### src/rtl/frss_pkg.sv
// Shared types, codes and field widths of the range sum store.
// No dependencies.
`default_nettype none

package frss_pkg;

  localparam int DEPTH_DEFAULT = 1024;

  localparam int CMD_W       = 2;
  localparam int IDX_W       = 10;
  localparam int END_W       = 11;
  localparam int VAL_W       = 64;
  localparam int IN_TDATA_W  = 88;  // IDX_W + END_W + VAL_W, padded to bytes
  localparam int OUT_TDATA_W = 64;

  typedef enum logic [CMD_W-1:0] {
    CMD_ADD   = 2'd0,
    CMD_SET   = 2'd1,
    CMD_QUERY = 2'd2
  } frss_cmd_e;

  typedef enum logic [3:0] {
    ST_CLEAR,
    ST_IDLE,
    ST_DECODE,
    ST_VS_WR,
    ST_TR_RD,
    ST_TR_WR,
    ST_Q_RD,
    ST_Q_ACC,
    ST_Q_OUT
  } frss_state_e;

  // controller -> datapath
  typedef struct packed {
    logic clr;
    logic load;
    logic vs_rd;
    logic vs_wr;
    logic tr_rd;
    logic tr_wr;
    logic q_rd;
    logic q_acc;
    logic q_switch;
    logic out_load;
  } frss_ctl_t;

  // datapath -> controller
  typedef struct packed {
    frss_cmd_e cmd;
    logic      upd_ok;
    logic      x_zero;
    logic      x_over;
    logic      phase;
    logic      clr_last;
    logic      out_free;
  } frss_sts_t;

endpackage

`default_nettype wire

### src/rtl/frss_ctrl.sv
// Sequencer of the range sum store: clearing pass, update walk, query walks.
// Depends on frss_pkg.
`default_nettype none

module frss_ctrl (
  input  wire logic                clk_i,
  input  wire logic                rst_ni,
  input  wire logic                in_valid_i,
  output logic                     in_ready_o,
  input  wire frss_pkg::frss_sts_t sts_i,
  output frss_pkg::frss_ctl_t      ctl_o
);

  frss_pkg::frss_state_e state_q, state_d;

  always_ff @(posedge clk_i or negedge rst_ni) begin
    if (!rst_ni) begin
      state_q <= frss_pkg::ST_CLEAR;
    end else begin
      state_q <= state_d;
    end
  end

  always_comb begin
    state_d    = state_q;
    ctl_o      = '0;
    in_ready_o = 1'b0;
    unique case (state_q)
      frss_pkg::ST_CLEAR: begin
        ctl_o.clr = 1'b1;
        if (sts_i.clr_last) begin
          state_d = frss_pkg::ST_IDLE;
        end
      end
      frss_pkg::ST_IDLE: begin
        in_ready_o = 1'b1;
        if (in_valid_i) begin
          ctl_o.load = 1'b1;
          state_d    = frss_pkg::ST_DECODE;
        end
      end
      frss_pkg::ST_DECODE: begin
        unique case (sts_i.cmd)
          frss_pkg::CMD_ADD, frss_pkg::CMD_SET: begin
            if (sts_i.upd_ok) begin
              ctl_o.vs_rd = 1'b1;
              state_d     = frss_pkg::ST_VS_WR;
            end else begin
              state_d = frss_pkg::ST_IDLE;
            end
          end
          frss_pkg::CMD_QUERY: state_d = frss_pkg::ST_Q_RD;
          default:             state_d = frss_pkg::ST_IDLE;
        endcase
      end
      frss_pkg::ST_VS_WR: begin
        ctl_o.vs_wr = 1'b1;
        state_d     = frss_pkg::ST_TR_RD;
      end
      frss_pkg::ST_TR_RD: begin
        if (sts_i.x_over) begin
          state_d = frss_pkg::ST_IDLE;
        end else begin
          ctl_o.tr_rd = 1'b1;
          state_d     = frss_pkg::ST_TR_WR;
        end
      end
      frss_pkg::ST_TR_WR: begin
        ctl_o.tr_wr = 1'b1;
        state_d     = frss_pkg::ST_TR_RD;
      end
      frss_pkg::ST_Q_RD: begin
        priority if (!sts_i.x_zero) begin
          ctl_o.q_rd = 1'b1;
          state_d    = frss_pkg::ST_Q_ACC;
        end else if (!sts_i.phase) begin
          ctl_o.q_switch = 1'b1;  // second walk from lo
        end else begin
          state_d = frss_pkg::ST_Q_OUT;
        end
      end
      frss_pkg::ST_Q_ACC: begin
        ctl_o.q_acc = 1'b1;
        state_d     = frss_pkg::ST_Q_RD;
      end
      frss_pkg::ST_Q_OUT: begin
        if (sts_i.out_free) begin
          ctl_o.out_load = 1'b1;
          state_d        = frss_pkg::ST_IDLE;
        end
      end
      default: state_d = frss_pkg::ST_CLEAR;
    endcase
  end

endmodule

`default_nettype wire

### config.mk
export PLATFORM = sky130hd
export DESIGN_NAME = frss_ctrl
export DESIGN_NICKNAME = d
export VERILOG_FILES = /design/src/rtl/frss_pkg.sv /design/src/rtl/frss_ctrl.sv
export SDC_FILE = /design/constraint.sdc
export NUM_CORES = 1
export LEC_CHECK = 0
export ABC_CLOCK_PERIOD_IN_PS = 1350
export BUFFER_PORTS_ARGS = -buffer_cell sky130_fd_sc_hd__buf_2
export CAP_MARGIN = 10
export CORE_AREA = 2 2 39 41
export DETAILED_ROUTE_END_ITERATION = 16
export DIE_AREA = 0 0 41 43
export GPL_ROUTABILITY_DRIVEN = 0
export GPL_TIMING_DRIVEN = 0
export HOLD_SLACK_MARGIN = 0.02
export PLACE_DENSITY = 0.65
export SLEW_MARGIN = 20
export SYNTH_ARGS = -nofsm -noshare
export SYNTH_HDL_FRONTEND = slang
export SYNTH_SLANG_ARGS = --single-unit
### constraint.sdc
create_clock -name clk_i -period 1.35 [get_ports clk_i]
set_input_delay 0.0675 -clock clk_i [delete_from_list [all_inputs] [get_ports clk_i]]
set_output_delay 0.0675 -clock clk_i [all_outputs]
set_load 0.01 [all_outputs]
==> metrics.csv <==
stage,metric,value,unit
layout,drive_gt1_share,64.8,%
logic_synthesis,synth-seq-cells,4,
critical_path,crit_path_end_kind,output pin,
run_status,violations,negative setup slack,
critical_path,cp_data_required_time,1.28,ns
logic_synthesis,yosysSeqAreaShare,21.6,%
layout,regArea,104,um2
logic_synthesis,yosysTopAreaCellShare,21.6,%
timing,fin_skew,0.00547,ns
cts,clockRootBuffer,clkbuf_4,
logic_synthesis,ys.flop_type,dfrtp_1,
timing,finalCritPeriodShare,104,%
timing,setup_viol,4,
grt,overflow,0,
layout,fill_cells,130,
grt,grt_max_degree,11,
placement,port_buffers,21,
critical_path,critPathSlowestCell,dfrtp_1,
cts,cts_tree,yes,
layout,n_antenna_cell,0,
detailed_routing,viasPerCell,5.11,
flow_run,cap_violations,0,
grt,antenna_found_initial,0,
detailed_routing,drc,0,
grt,grt_pass1_wl,1900,um
logic_synthesis,synth_edf_count,0,
cts,cts_inserted_buffers,3,
layout,multi_input_area,388,um2
power_and_ir_drop,irDropWorstVdd,869,uV
logic_synthesis,synth_most_common_cell,nor2_1,
detailed_routing,drt_iter0_markers,20,
logic_synthesis,synth_area,464,um2
critical_path,start_kind,register,
floorplanning,fp-row-count,14,
placement,dp_hpwl,848,um
detailed_routing,wl_per_cell,12.6,um
floorplanning,start_util,33.5,%
critical_path,worstPathArrival,1.34,ns
run_status,status,"complete, but fails checks",
cts,clock-sinks,4,
cts,clock_path_buffers,2,
timing,postLayoutSetupSlackWorst,-0.0558,ns
floorplanning,io_pins,22,
logic_synthesis,synthTopCellsByCount,"8 x nor2_1, 5 x inv_1, 5 x nand2_1",
logic_synthesis,syn_nets,69,
timing,max_clock_freq,711,MHz
logic_synthesis,synth_cell_types,32,
timing,finalHoldViolations,0,
power_and_ir_drop,cellPowerDensity,1930,nW/um2
logic_synthesis,yosysWarnings,0,
layout,reg_top3,state_q x4,
floorplanning,core-area,1380,um2
critical_path,slowest_delay,0.39,ns
logic_synthesis,synth-async-reset-ratio,100,%
detailed_routing,wl,1350,um
layout,fin_cells,107,
timing,report.final.slew_viol_count,0,
critical_path,path_cells,"buf_6, nor4b_4, and3_2, buf_2",
detailed_routing,drtAntennaViolNets,0,
logic_synthesis,synthCells,58,
cts,h-tree-depth,1,
grt,grt_pass1_vias,457,
layout,finalNetCount,104,
layout,regMostFlops,state_q,
timing,rsz0062_at_grt,yes,
placement,place_inst,95,
cts,path_clk_slew,0.04,ns
timing,maxSlewHeadroom,83.9,%
power_and_ir_drop,p_leak,0.000387,uW
logic_synthesis,synth_area_leaders,"dfrtp_1 22%, buf_6 7.3%, o32ai_2 7.0%",
layout,largest_register_ffs,4,
critical_path,path_max_fanout,10,
floorplanning,die_w,41,um
floorplanning,fp.dieArea,1760,um2
min_path,hp-class,input port to register,
timing,fin_crit,1.41,ns
placement,place_worst_setup_slack,-0.0571,ns
grt,grt_usage,16.0,%
logic_synthesis,avgSynthCellArea,8.00,um2
critical_path,path_class,register to output pin,
detailed_routing,drt_pass1_iterations,4,
layout,syn_to_final_growth,68.2,%
cts,clk_latency,0.23,ns
logic_synthesis,yosys.area.top_type,dfrtp_1,
timing,worst_slew_pin_slew,0.239,ns
detailed_routing,num_vias,547,
floorplanning,die_h,43,um
-- stage by stage --
step	instance area, um2	TNS [ns]	power (uW)	util [%]	hold slack, ns
floorplan	473	0	876	-	-0.228
global placement	598	-0.129	1070	43.2	-0.127
detailed placement	598	-0.136	1080	43.2	-0.125
CTS	698	-0.0997	1360	50.5	0.0312
global route	781	-0.541	1610	56.4	0.0364
finish	781	-0.0862	1510	56.4	0.0426
-- report_power, final --
part	switching (uW)	internal, uW	total [uW]
registers	67.8	173	241
logic	551	570	1120
clock network	46.6	99.3	146
total	665	842	1510
-- logic make-up (layout without fill, tap and decap cells) --
group / count (synthesis) / after routing / synth area share [%]
flip-flops: 4 / 4 / 21.6
AND/OR/NAND/NOR: 32 / 32 / 40.7
XOR/XNOR: 1 / 1 / 1.89
AO/OA/AOI/OAI: 12 / 12 / 22.9
buffers and inverters: 9 / 42 / 12.9
-- placed cells by master, fill, tap and decap left out, types with 2 or more instances in the layout --
master,count
a21oi_1,2
and2b_2,2
buf_2,21
buf_4,6
buf_6,6
clkbuf_4,3
dfrtp_2,3
inv_1,5
nand2_1,4
nor2_1,5
nor2_4,2
nor2b_4,2
o32ai_2,2
-- worst max-delay path, delay by kind of cell (launching register included) --
family        cells  cell delay [ns]
buf+inv           2             0.28
flops             1             0.39
simple gates      2             0.44
-- layout make-up --
| type | instances | area share [%] |
|---|---|---|
| multi-input combinational | 45 | 49.7 |
| timing repair buffer | 30 | 23.4 |
| sequential | 4 | 13.3 |
| buffer | 4 | 5.77 |
| clock buffer | 3 | 2.88 |
| tap | 16 | 2.56 |
| inverter | 5 | 2.40 |
-- path summary, 6_finish.rpt --
kind	start	to	slack, ns	cells past startpoint
worst max-delay path	state_q[0]	ctl_o[7]	-0.06	4
worst min-delay path	sts_i[0]	state_q[3]	0.04	2
worst max register to register	state_q[2]	state_q[2]	-0.01	5
worst min register to register	state_q[3]	state_q[1]	0.72	3
max in group asynchronous	rst_ni	state_q[3]	1.05	2
min in group asynchronous	rst_ni	state_q[0]	0.16	2
-- timing repair --
item                       in CTS  in global routing
hold buffers                    1                  0
setup endpoints to repair      11                 12
gates resized for setup         8                 16
pin swaps                       2                  8
hold endpoints to repair        4                  0
buffers inserted                4                  1
gates cloned                    1                  2
-- metal layers --
layer  track usage (%)  vias up  share of wire (%)
met1              23.3      255                 41
met2              22.5       23                 51
met3              6.28        0                7.4
met4              2.00        0                  0
met5                 0        -                  0
li1                  -      269                  -
No activity file was read; power rests on OpenSTA's default activity.
